File: src/design/yp_pkg.sv
// Shared types and constants for the YUY2 video processing amplifier.
package yp_pkg;

	localparam logic OP_PIXEL = 1'b0;
	localparam logic OP_TABLE = 1'b1;

	localparam int CFG_IDX_W = 3;
	localparam int CFG_DATA_W = 16;

	localparam logic [CFG_IDX_W-1:0] REG_BRIGHTNESS = 3'd0;
	localparam logic [CFG_IDX_W-1:0] REG_CONTRAST = 3'd1;
	localparam logic [CFG_IDX_W-1:0] REG_SATURATION = 3'd2;
	localparam logic [CFG_IDX_W-1:0] REG_COS_HUE = 3'd3;
	localparam logic [CFG_IDX_W-1:0] REG_SIN_HUE = 3'd4;

	localparam logic [7:0] BRIGHTNESS_RST = 8'd127;
	localparam logic [7:0] CONTRAST_RST = 8'd127;
	localparam logic [7:0] SATURATION_RST = 8'd128;
	localparam logic signed [15:0] COS_HUE_RST = 16'sd16384;
	localparam logic signed [15:0] SIN_HUE_RST = 16'sd0;

	typedef struct packed {
		logic       op;
		logic [7:0] y0;
		logic [7:0] u;
		logic [7:0] y1;
		logic [7:0] v;
		logic [7:0] table_index;
		logic [7:0] table_value;
	} in_t;

	typedef struct packed {
		logic [7:0] y0_out;
		logic [7:0] u_out;
		logic [7:0] y1_out;
		logic [7:0] v_out;
	} out_t;

	typedef struct packed {
		logic [7:0]         brightness;
		logic [7:0]         contrast;
		logic [7:0]         saturation;
		logic signed [15:0] cos_hue;
		logic signed [15:0] sin_hue;
	} cfg_t;

	// Command between front and back: a table write or a pixel whose luma
	// has been reduced to two gamma table addresses.
	typedef struct packed {
		logic       op;
		logic [7:0] a0;
		logic [7:0] a1;
		logic [7:0] u;
		logic [7:0] v;
	} cmd_t;

endpackage

File: src/design/yp_cmd_fifo.sv
// Short command queue between the front and back ends.
module yp_cmd_fifo #(
	parameter int DEPTH = 4
) (
	input  logic         clk,
	input  logic         arst_n,
	input  logic         push,
	input  yp_pkg::cmd_t wdata,
	output logic         full,
	input  logic         pop,
	output yp_pkg::cmd_t rdata,
	output logic         empty
);

	localparam int PTR_W = $clog2(DEPTH);
	localparam int CNT_W = $clog2(DEPTH + 1);
	localparam logic [PTR_W-1:0] LAST = PTR_W'(DEPTH - 1);
	localparam logic [CNT_W-1:0] FULL_CNT = CNT_W'(DEPTH);

	yp_pkg::cmd_t       mem_q [DEPTH];
	logic [PTR_W-1:0]   wr_q, rd_q;
	logic [CNT_W-1:0]   cnt_q;
	logic               do_push, do_pop;

	assign full = (cnt_q == FULL_CNT);
	assign empty = (cnt_q == '0);
	assign do_push = push && !full;
	assign do_pop = pop && !empty;
	assign rdata = mem_q[rd_q];

	always_ff @(posedge clk) begin
		if (do_push) mem_q[wr_q] <= wdata;
	end

	always_ff @(posedge clk or negedge arst_n) begin
		if (!arst_n) begin
			wr_q <= '0;
			rd_q <= '0;
			cnt_q <= '0;
		end else begin
			if (do_push) wr_q <= (wr_q == LAST) ? '0 : wr_q + 1'b1;
			if (do_pop) rd_q <= (rd_q == LAST) ? '0 : rd_q + 1'b1;
			if (do_push && !do_pop) cnt_q <= cnt_q + 1'b1;
			else if (do_pop && !do_push) cnt_q <= cnt_q - 1'b1;
		end
	end

endmodule

File: config.mk
export PLATFORM = sky130hd
export DESIGN_NAME = yp_cmd_fifo
export DESIGN_NICKNAME = d
export VERILOG_FILES = /design/src/design/yp_pkg.sv /design/src/design/yp_cmd_fifo.sv
export SDC_FILE = /design/constraint.sdc
export NUM_CORES = 1
export LEC_CHECK = 0
export ABC_AREA = 0
export ABC_CLOCK_PERIOD_IN_PS = 5000
export BUFFER_PORTS_ARGS = -buffer_cell sky130_fd_sc_hd__buf_2
export CELL_PAD_IN_SITES_DETAIL_PLACEMENT = 0
export CELL_PAD_IN_SITES_GLOBAL_PLACEMENT = 1
export CORE_UTILIZATION = 28
export CTS_CLUSTER_SIZE = 25
export DETAILED_ROUTE_END_ITERATION = 7
export PLACE_DENSITY_LB_ADDON = 0.1
export REMOVE_ABC_BUFFERS = 1
export SLEW_MARGIN = 20
export SYNTH_ARGS = -nofsm -noshare
export SYNTH_HDL_FRONTEND = slang
export SYNTH_SLANG_ARGS = --single-unit
export TNS_END_PERCENT = 5
File: constraint.sdc
create_clock -name clk -period 5 [get_ports clk]
set_input_delay 1 -clock clk [delete_from_list [all_inputs] [get_ports clk]]
set_output_delay 1 -clock clk [all_outputs]
set_load 0.01 [all_outputs]
==> impl_metrics.ini <==
[global_routing]
grt_max_degree = 36
grt_pass1_vias = 2624
grt_antenna_before_repair = 1
grt_first_pass_wirelength_mm = 15.6
track_usage_pct = 11.4
grt.overflow.total = 0

[clocking]
postCtsSetupRepairBufs = 0
clock-root-buffer = clkbuf_16
clkLatencyLatePin_ps = 410
hold_buffers = 0
cts_resized = 0
path_clk_slew_ps = 60
cts.sinks = 139
htreeDepth = 4
cts_tree = yes
cts_made_buffers = 17
clockBufferDepth = 2

[finish]
seq_area_um2 = 4140
layout-drive-gt1-share_pct = 48.5
num-fill-cells = 1692
final_net_count = 338
multiInputGateArea_um2 = 1020
areaGrowthSynthToFinish_pct = 23.6

[critical_path]
crit_fanout = 25
slowest_delay_ps = 910
reg2reg_slack_ps = 2820
cp.required_ps = 4000
cp.arrival_ps = 2450
crit_path_end_kind = output pin
rr_startpoint = cnt_q[0]
rr_endpoint = cnt_q[2]
cp-startpoint = rd_q[0]
path_class = reg2out
worst-r2r-cell-count = 7
cp-start-kind = flip-flop
critical_path.cell_chain = buf_4 -> mux4_2 -> buf_2
critPathSlowestCell = dfrtp_2

[status]
status = complete, but fails checks
violations = DRC

[sta]
fin_crit_sh_pct = 69.0
rsz0062_at_grt = false
totalNegativeSetupSlack_ps = 0
drv_slew = 0
setup_violations = 0
tightest_slew_ps = 1010
relSlewSlack_pct = 32.8
hold_ws_ps = 422
fmax_mhz = 290
clock_skew_ps = 10.4
period_needed_ps = 3450
hold_viol = 0

[floorplan]
die_x_um = 139
rows = 49
start_util_pct = 28.8
core_um2 = 18100
fp.dieH_um = 139
dieArea_um2 = 19200
ios = 72

[pwr]
powerDensity_nw_per_um2 = 619
p_total_mw = 4.00
ir_drop_uv = 247
leakage_nw = 2.23

[route]
routedWlPerCell_um = 18.7
via_count = 2335
wl_mm = 10.0
drt_iter0_drc = 136
firstDrtPassIters = 8
postRouteAntennaNets = 0
drc_errors = 24
avgViaCountPerCell = 4.34

[yosys]
yosysSeqAreaShare_pct = 79.2
syn_area_um2 = 5230
syn_area_per_cell_um2 = 24.9
synth-seq-cells = 139
ys_warn_count = 0
synthCells = 210
synth_cell_types = 20

[run]
maxCapViolCount = 0

[placed_design]
place_congestion = 0.655
port_buffers = 71
dp_hpwl_mm = 5.89

[worst_hold_path]
hp-class = in2async
[Yosys cell counts (all sizes together)]
| cell | count | area (µm²) |
|---|---|---|
| edfxtp | 132 | 3960 |
| mux4 | 33 | 743 |
| buf | 8 | 65.1 |
| dfrtp | 7 | 175 |
| ha | 6 | 75.1 |
| mux2 | 4 | 52.6 |
| and2 | 3 | 18.8 |
| inv | 3 | 11.3 |
| nor2 | 3 | 11.3 |
| nor3 | 2 | 10.0 |
| xor2 | 2 | 17.5 |
| a21o | 1 | 7.51 |
| fa | 1 | 20.0 |
| nand2 | 1 | 3.75 |
| nor2b | 1 | 13.8 |
| nor3b | 1 | 18.8 |
| o31ai | 1 | 12.5 |
| xnor2 | 1 | 8.76 |
[power by group]
group / internal, mW / switching [mW] / total (mW) / leakage (nW)
clock: 0.834 / 0.476 / 1.31 / 0.291
combinational: 0.488 / 0.465 / 0.953 / 0.645
sequential: 1.55 / 0.190 / 1.74 / 1.29
[flip-flops by register name (all words and copies together) (netlist names)]
register,flops
mem_q,132
cnt_q,3
rd_q,2
wr_q,2
[area by class of cell]
class,count,area share [%]
inverters,3,0.174
clock buffers,17,6.58
flip-flops and latches,139,64.1
repair buffers,73,5.73
diodes,2,0.0774
well taps,229,4.43
multi-input cells,60,15.9
clock inverters,15,3.08
[cells in the final DEF (no fill, tap or decap)]
cell and n:
buf_4 2, clkbuf_16 17, fa_1 1, buf_2 71
mux2_1 2, inv_6 1, ha_1 6, o31ai_2 1
xor2_1 2, mux4_2 33, bufinv_16 4, edfxtp_1 132
clkinvlp_4 5, clkinv_4 2, nor3b_4 1, inv_1 3
xnor2_1 1, nor2_4 1, nor2b_4 1, dfrtp_2 2
dfrtp_1 5, and2_2 3, nor2_1 2, a21o_1 1
mux2_4 2, clkinv_2 3, diode_2 2, nand2_1 1
nor3_1 2
[worst max-delay path: cells and delay by family (launching register included)]
kind / cells / cell delay (ps)
flip-flops: 1 / 910
multiplexers: 1 / 560
buffers and inverters: 2 / 550
[through the flow]
| stage | instances | area (µm²) | setup slack, ps | utilization [%] |
|---|---|---|---|---|
| after floorplan | 202 | 5160 | 1850 | - |
| after global placement | 504 | 5830 | 1890 | 32.1 |
| after detailed placement | 504 | 5830 | 1870 | 32.1 |
| after CTS | 536 | 6460 | 1410 | 35.6 |
| after global routing | 536 | 6460 | 1300 | 35.6 |
| final | 538 | 6460 | 1550 | 35.6 |
[logic make-up after synthesis]
| logic type | count (synthesis) | synth area share, % |
|---|---|---|
| flip-flops | 139 | 79.2 |
| multiplexers | 37 | 15.2 |
| buffers and inverters | 11 | 1.46 |
| AND/OR/NAND/NOR | 11 | 1.46 |
| adder cells (fa/ha/maj) | 7 | 1.82 |
| XOR/XNOR | 3 | 0.503 |
| AO/OA/AOI/OAI | 2 | 0.383 |
[per-layer routing]
metal  vias up  part of all wire, %  GRT usage [%]
met5         -                    0              0
met4         0                  1.2           4.91
met3         9                  6.7           5.08
met2        55                   48           17.3
met1      1218                   44           14.0
li1       1053                    -              -
[how the worst max path moves through the flow]
stage	to	cells past startpoint
2_1_floorplan	rdata[0]	1
3_3_place_gp	rdata[32]	3
3_5_place_dp	rdata[32]	3
4_1_cts	rdata[32]	3
5_1_grt	rdata[32]	3
6_report	rdata[32]	3
Power figures use the tool's default switching activity.
