===== src/design/yp_pkg.sv =====
// Shared types and constants for the YUY2 video processing amplifier.
package yp_pkg;

	localparam logic OP_PIXEL = 1'b0;
	localparam logic OP_TABLE = 1'b1;

	localparam int CFG_IDX_W = 3;
	localparam int CFG_DATA_W = 16;

	localparam logic [CFG_IDX_W-1:0] REG_BRIGHTNESS = 3'd0;
	localparam logic [CFG_IDX_W-1:0] REG_CONTRAST = 3'd1;
	localparam logic [CFG_IDX_W-1:0] REG_SATURATION = 3'd2;
	localparam logic [CFG_IDX_W-1:0] REG_COS_HUE = 3'd3;
	localparam logic [CFG_IDX_W-1:0] REG_SIN_HUE = 3'd4;

	localparam logic [7:0] BRIGHTNESS_RST = 8'd127;
	localparam logic [7:0] CONTRAST_RST = 8'd127;
	localparam logic [7:0] SATURATION_RST = 8'd128;
	localparam logic signed [15:0] COS_HUE_RST = 16'sd16384;
	localparam logic signed [15:0] SIN_HUE_RST = 16'sd0;

	typedef struct packed {
		logic       op;
		logic [7:0] y0;
		logic [7:0] u;
		logic [7:0] y1;
		logic [7:0] v;
		logic [7:0] table_index;
		logic [7:0] table_value;
	} in_t;

	typedef struct packed {
		logic [7:0] y0_out;
		logic [7:0] u_out;
		logic [7:0] y1_out;
		logic [7:0] v_out;
	} out_t;

	typedef struct packed {
		logic [7:0]         brightness;
		logic [7:0]         contrast;
		logic [7:0]         saturation;
		logic signed [15:0] cos_hue;
		logic signed [15:0] sin_hue;
	} cfg_t;

	// Command between front and back: a table write or a pixel whose luma
	// has been reduced to two gamma table addresses.
	typedef struct packed {
		logic       op;
		logic [7:0] a0;
		logic [7:0] a1;
		logic [7:0] u;
		logic [7:0] v;
	} cmd_t;

endpackage


===== src/design/yp_front.sv =====
// Front end: accept requests, split by kind, compute chroma and luma addresses.
module yp_front (
	input  logic          clk,
	input  logic          arst_n,
	input  yp_pkg::cfg_t  cfg,
	input  logic          push,
	output logic          full,
	input  yp_pkg::in_t   in_item,
	input  logic          q_full,
	output logic          q_push,
	output yp_pkg::cmd_t  q_data
);

	// ceil(2^23 / 127): exact truncating division for magnitudes below 2^16
	localparam logic [16:0] RECIP_127 = 17'd66053;
	localparam int RECIP_SHIFT = 23;

	function automatic logic [7:0] clamp8(input logic signed [13:0] x);
		logic [7:0] r;
		if (x < 14'sd0) r = 8'd0;
		else if (x > 14'sd255) r = 8'd255;
		else r = x[7:0];
		return r;
	endfunction

	logic en;
	logic v1_q, v2_q, v3_q;

	yp_pkg::in_t in_s1;

	logic               op_s2;
	logic [7:0]         ti_s2, tv_s2;
	logic signed [23:0] pcu_s2, pvs_s2, pvc_s2, pus_s2;
	logic signed [17:0] x0_s2, x1_s2;

	logic               op_s3;
	logic [7:0]         ti_s3, tv_s3;
	logic signed [31:0] numu_s3, numv_s3;
	logic [8:0]         q0_s3, q1_s3;
	logic               n0_s3, n1_s3;

	logic signed [7:0]  uc, vc;
	logic signed [8:0]  d0, d1;
	logic signed [8:0]  gain;
	logic signed [24:0] su, sv;
	logic signed [6:0]  sat4;
	logic [16:0]        mag0, mag1;
	logic [17:0]        neg0, neg1;
	logic [33:0]        prod0, prod1;
	logic signed [13:0] cu, cv;
	logic signed [13:0] l0, l1;
	logic signed [13:0] g0, g1;

	assign en = !v3_q || !q_full;
	assign full = !en;
	assign q_push = v3_q && !q_full;

	always_ff @(posedge clk or negedge arst_n) begin
		if (!arst_n) begin
			v1_q <= 1'b0;
			v2_q <= 1'b0;
			v3_q <= 1'b0;
		end else if (en) begin
			v1_q <= push;
			v2_q <= v1_q;
			v3_q <= v2_q;
		end
	end

	// stage 1: capture the request
	always_ff @(posedge clk) begin
		if (en) in_s1 <= in_item;
	end

	// stage 2: chroma rotation products and luma gain
	assign uc = {~in_s1.u[7], in_s1.u[6:0]};
	assign vc = {~in_s1.v[7], in_s1.v[6:0]};
	assign d0 = $signed({1'b0, in_s1.y0} - 9'd16);
	assign d1 = $signed({1'b0, in_s1.y1} - 9'd16);
	assign gain = $signed({1'b0, cfg.contrast});

	always_ff @(posedge clk) begin
		if (en) begin
			op_s2  <= in_s1.op;
			ti_s2  <= in_s1.table_index;
			tv_s2  <= in_s1.table_value;
			pcu_s2 <= uc * cfg.cos_hue;
			pvs_s2 <= vc * cfg.sin_hue;
			pvc_s2 <= vc * cfg.cos_hue;
			pus_s2 <= uc * cfg.sin_hue;
			x0_s2  <= d0 * gain;
			x1_s2  <= d1 * gain;
		end
	end

	// stage 3: saturation scaling and division of the luma gain by 127
	assign su = {pcu_s2[23], pcu_s2} + {pvs_s2[23], pvs_s2};
	assign sv = {pvc_s2[23], pvc_s2} - {pus_s2[23], pus_s2};
	assign sat4 = $signed({1'b0, cfg.saturation[7:2]});
	assign neg0 = 18'd0 - x0_s2;
	assign neg1 = 18'd0 - x1_s2;
	assign mag0 = x0_s2[17] ? neg0[16:0] : x0_s2[16:0];
	assign mag1 = x1_s2[17] ? neg1[16:0] : x1_s2[16:0];
	assign prod0 = mag0 * RECIP_127;
	assign prod1 = mag1 * RECIP_127;

	always_ff @(posedge clk) begin
		if (en) begin
			op_s3   <= op_s2;
			ti_s3   <= ti_s2;
			tv_s3   <= tv_s2;
			numu_s3 <= su * sat4;
			numv_s3 <= sv * sat4;
			q0_s3   <= prod0[RECIP_SHIFT+8:RECIP_SHIFT];
			q1_s3   <= prod1[RECIP_SHIFT+8:RECIP_SHIFT];
			n0_s3   <= x0_s2[17];
			n1_s3   <= x1_s2[17];
		end
	end

	// floor by arithmetic shift, recenter, clamp; luma offset and clamp to an address
	assign cu = {numu_s3[31], numu_s3[31:19]} + 14'sd128;
	assign cv = {numv_s3[31], numv_s3[31:19]} + 14'sd128;
	assign g0 = n0_s3 ? -$signed({5'd0, q0_s3}) : $signed({5'd0, q0_s3});
	assign g1 = n1_s3 ? -$signed({5'd0, q1_s3}) : $signed({5'd0, q1_s3});
	assign l0 = g0 + $signed({6'd0, cfg.brightness}) - 14'sd111;
	assign l1 = g1 + $signed({6'd0, cfg.brightness}) - 14'sd111;

	always_comb begin
		q_data.op = op_s3;
		if (op_s3 == yp_pkg::OP_TABLE) begin
			q_data.a0 = ti_s3;
			q_data.a1 = tv_s3;
		end else begin
			q_data.a0 = clamp8(l0);
			q_data.a1 = clamp8(l1);
		end
		q_data.u = clamp8(cu);
		q_data.v = clamp8(cv);
	end

endmodule


===== config.mk =====
export PLATFORM = sky130hd
export DESIGN_NAME = yp_front
export DESIGN_NICKNAME = d
export VERILOG_FILES = /design/src/design/yp_pkg.sv /design/src/design/yp_front.sv
export SDC_FILE = /design/constraint.sdc
export NUM_CORES = 2
export LEC_CHECK = 0
export ABC_AREA = 1
export BUFFER_PORTS_ARGS = -buffer_cell sky130_fd_sc_hd__buf_4
export CORE_UTILIZATION = 65
export CTS_BUF_LIST = sky130_fd_sc_hd__clkbuf_4
export CTS_CLUSTER_SIZE = 30
export DETAILED_ROUTE_END_ITERATION = 12
export PLACE_DENSITY = 0.84
export SLEW_MARGIN = 20
export SYNTH_ARGS = -nofsm -noshare
export SYNTH_HDL_FRONTEND = slang
export SYNTH_SLANG_ARGS = --single-unit

===== constraint.sdc =====
create_clock -name clk -period 17.9 [get_ports clk]
set_clock_uncertainty 0.2 [all_clocks]
set_input_delay 4.475 -clock clk [delete_from_list [all_inputs] [get_ports clk]]
set_output_delay 4.475 -clock clk [all_outputs]
set_load 0.01 [all_outputs]

==> qor.json <==
{
  "status": {"value": "complete, no violations"},
  "vias": {"value": 44235},
  "reg2reg_setup_slack": {"value": 11.30, "unit": "ns"},
  "cts_hold_buffers": {"value": 0},
  "synth.net_count": {"value": 8397},
  "synth.yosys.warnings": {"value": 0},
  "area_growth_syn_to_layout": {"value": 5.67, "unit": "%"},
  "route.final.wire_length": {"value": 129000, "unit": "microns"},
  "crit_path_start_kind": {"value": "input port"},
  "gr-total-overflow": {"value": 0},
  "setup_tns": {"value": 0, "unit": "ns"},
  "remaining_drc_errors": {"value": 0},
  "end_kind": {"value": "output pin"},
  "slowest_stage": {"value": "sky130_fd_sc_hd__fa_1"},
  "worstPathRequired": {"value": 13.23, "unit": "ns"},
  "gate_count_of_the_mapped_netlist": {"value": 6884},
  "grt_start_max_net_pins": {"value": 175},
  "synth_edf_count": {"value": 261},
  "first_global_vias": {"value": 45302},
  "floorplan.initialDensity": {"value": 65.8, "unit": "%"},
  "cp_data_arrival_time": {"value": 7.14, "unit": "ns"},
  "achievable-frequency": {"value": 0.0847, "unit": "GHz"},
  "hold_ws": {"value": 0.174, "unit": "ns"},
  "cp_top_family": {"value": "simple AND/OR/NAND/NOR gates"},
  "regToRegStartpoint": {"value": "pus_s2[0]"},
  "postCtsSetupRepairBufs": {"value": 0},
  "whs_path_depth": {"value": 0},
  "clk_latency": {"value": 0.93, "unit": "ns"},
  "dpl_hpwl": {"value": 107000, "unit": "microns"},
  "detail_route.first_pass.iterations": {"value": 6},
  "tritoncts_num_sinks": {"value": 264},
  "seq_total_area_yosys": {"value": 14.6, "unit": "%"},
  "mostFrequentLayoutCell": {"value": "sky130_fd_sc_hd__inv_1"},
  "num_io_pins": {"value": 144},
  "detailed_router_s_first_iteration_violation_count": {"value": 3375},
  "mostFrequentLayoutCells": {"value": "1791 x sky130_fd_sc_hd__inv_1, 1415 x sky130_fd_sc_hd__nand2_1, 758 x sky130_fd_sc_hd__fa_1"},
  "globalplace.congestion": {"value": 0.987},
  "final_core_utilization": {"value": 69.5, "unit": "%"},
  "worst-slew-pin-transition": {"value": 0.987, "unit": "ns"},
  "ant_nets": {"value": 0},
  "synth_area": {"value": 54100, "unit": "sq um"},
  "finalSetupViolations": {"value": 0},
  "synth_flop_cell": {"value": "sky130_fd_sc_hd__edfxtp_1"},
  "ys_async_sr_fraction": {"value": 1.14, "unit": "%"},
  "std_cell_rows": {"value": 105},
  "r2r-end": {"value": "numv_s3[31]"},
  "initial_antenna_violation_count": {"value": 7},
  "ffs_latches_synth": {"value": 264},
  "floorplan.die_area": {"value": 84400, "unit": "sq um"},
  "maxCapViolations": {"value": 0},
  "tritoncts": {"value": "done"},
  "worst_hold_path.endpoint": {"value": "tv_s3[0]"},
  "numPortBuffers": {"value": 141},
  "final.fill_count": {"value": 6653},
  "synthDistinctLibCells": {"value": 56},
  "cts_repair_resize_count": {"value": 0},
  "min-delay-path-class": {"value": "flip-flop to flip-flop"},
  "worst_hold_startpoint": {"value": "tv_s2[0]"},
  "maxSlewViolCount": {"value": 0},
  "post_route_clock_period_utilization": {"value": 66.0, "unit": "%"},
  "dieWidth": {"value": 291, "unit": "microns"},
  "coreArea": {"value": 82200, "unit": "sq um"},
  "r2r.worst_path.cells": {"value": 31},
  "cts_max_level": {"value": 3},
  "post-route-min-period": {"value": 11.81, "unit": "ns"},
  "crit_buf_inv": {"value": 5},
  "total_count_of_hold_check_failures_in_the_final_report": {"value": 0},
  "crit_top_cell": {"value": "sky130_fd_sc_hd__nand2_1"},
  "critical_path.max_stage_delay": {"value": 0.39, "unit": "ns"},
  "grt_first_pass_wirelength": {"value": 215000, "unit": "microns"},
  "clock_tree.buffer_depth": {"value": 3},
  "cts.root.buffer_cell": {"value": "sky130_fd_sc_hd__clkbuf_4"},
  "unrepaired_setup_endpoints_after_global_routing": {"value": "no"},
  "path_class": {"value": "input port to output pin"},
  "cts-buffers-inserted": {"value": 77},
  "clk_transition_reported_paths": {"value": 0.08, "unit": "ns"},
  "cp_cell_sequence": {"value": "buf_4 -> ha_1 -> ha_1 -> inv_1 -> fa_1 -> inv_1 -> nand3_1 -> nand2_1 -> nand2_1 -> nand2_1 -> nand2_1 -> nand2_1 -> inv_1 -> nor2_1 -> nand4_1 -> o21ai_0 -> nand2_1 -> buf_4"},
  "timing.slew.headroom": {"value": 34.2, "unit": "%"},
  "avgViaCountPerCell": {"value": 5.44},
  "nets": {"value": 8507},
  "post_route_cells_drive_above_1_share": {"value": 4.78, "unit": "%"},
  "critical_path_peak_fanout": {"value": 4},
  "postSynthAreaPerCell": {"value": 7.86, "unit": "sq um"},
  "drt-wirelength-per-cell": {"value": 15.9, "unit": "microns"},
  "global_route_usage_over_all_layers": {"value": 31.3, "unit": "%"},
  "die_height": {"value": 291, "unit": "microns"}
}
==> synthesized netlist by cell type (7+ instances only) <==
cell | number | area share, %
sky130_fd_sc_hd__nor4_1 | 19 | 0.22
sky130_fd_sc_hd__nand3_1 | 206 | 1.9
sky130_fd_sc_hd__a21oi_2 | 7 | 0.11
sky130_fd_sc_hd__o21ai_0 | 181 | 1.7
sky130_fd_sc_hd__ha_1 | 646 | 15
sky130_fd_sc_hd__a21o_1 | 55 | 0.76
sky130_fd_sc_hd__nor2_1 | 543 | 3.8
sky130_fd_sc_hd__nand2_1 | 1416 | 9.8
sky130_fd_sc_hd__or2_2 | 16 | 0.19
sky130_fd_sc_hd__a21oi_1 | 288 | 2.7
sky130_fd_sc_hd__inv_1 | 1791 | 12
sky130_fd_sc_hd__clkbuf_1 | 122 | 0.85
sky130_fd_sc_hd__o21ai_1 | 10 | 0.093
sky130_fd_sc_hd__a211oi_1 | 8 | 0.11
sky130_fd_sc_hd__o21bai_1 | 39 | 0.54
sky130_fd_sc_hd__nor3_1 | 57 | 0.53
sky130_fd_sc_hd__nand3b_1 | 7 | 0.097
sky130_fd_sc_hd__o31ai_1 | 12 | 0.17
sky130_fd_sc_hd__fa_1 | 758 | 28
sky130_fd_sc_hd__or2_1 | 15 | 0.17
sky130_fd_sc_hd__nand4_1 | 55 | 0.64
sky130_fd_sc_hd__xnor2_1 | 93 | 1.5
sky130_fd_sc_hd__xor2_1 | 167 | 2.7
sky130_fd_sc_hd__edfxtp_1 | 261 | 14
sky130_fd_sc_hd__a31oi_1 | 34 | 0.39
==> per-layer routing <==
layer / up-vias / track usage (%) / wire (microns)
met4: 6 / 10.8 / 4070
met2: 1462 / 53.5 / 62300
met5: - / 0 / 41
li1: 21213 / - / -
met3: 284 / 4.65 / 9370
met1: 21270 / 40.8 / 53700
==> kinds of logic (layout without fill, tap and decap cells) <==
family | Yosys count | after routing | share of synthesized area [%]
other cells | 0 | 8 | 0
flops | 264 | 264 | 14.6
buf+inv | 1935 | 2100 | 13.5
compound gates | 662 | 662 | 6.96
xor+xnor | 264 | 264 | 4.33
simple gates | 2355 | 2355 | 17.6
fa+ha+maj | 1404 | 1404 | 43.0
==> sequential cells by signal, indices dropped and copies added (netlist names), 13 cells and up <==
signal,cells
numu_s3,13
x1_s2,18
x0_s2,18
pvc_s2,24
pvs_s2,24
pus_s2,24
in_s1,49
pcu_s2,24
numv_s3,13
==> metrics by stage <==
| step | cell area [sq um] | cells | setup slack, ns |
|---|---|---|---|
| after floorplan | 54100 | 6884 | 2.44 |
| after global placement | 56200 | 7985 | 6.08 |
| after detailed placement | 56200 | 7985 | 6.06 |
| after CTS | 57100 | 8119 | 6.03 |
| after global routing | 57200 | 8126 | 5.80 |
| final | 57200 | 8127 | 6.09 |
==> worst max-delay path by stage <==
stage / startpoint / end / slack, ns / depth (start not counted)
floorplan: q_full / full / 2.44 / 2
global placement: cfg[49] / q_data[22] / 6.08 / 18
detailed placement: cfg[49] / q_data[22] / 6.06 / 18
CTS: cfg[49] / q_data[22] / 6.03 / 18
global route: cfg[49] / q_data[22] / 5.80 / 18
finish: cfg[49] / q_data[22] / 6.09 / 18
==> layout make-up <==
class	instances	area (sq um)	area share, %
diodes	8	20.0	0.0350
clock buffers	99	743	1.30
clock inverters	35	241	0.422
inverters	1803	6770	11.8
multi-input cells	4685	38900	68.1
flip-flops and latches	264	7910	13.8
well taps	1070	1340	2.34
repair buffers	163	1240	2.16
Power is not shown: default switching activity piles up to over one toggle a cycle in this logic, so the estimate is an artifact.
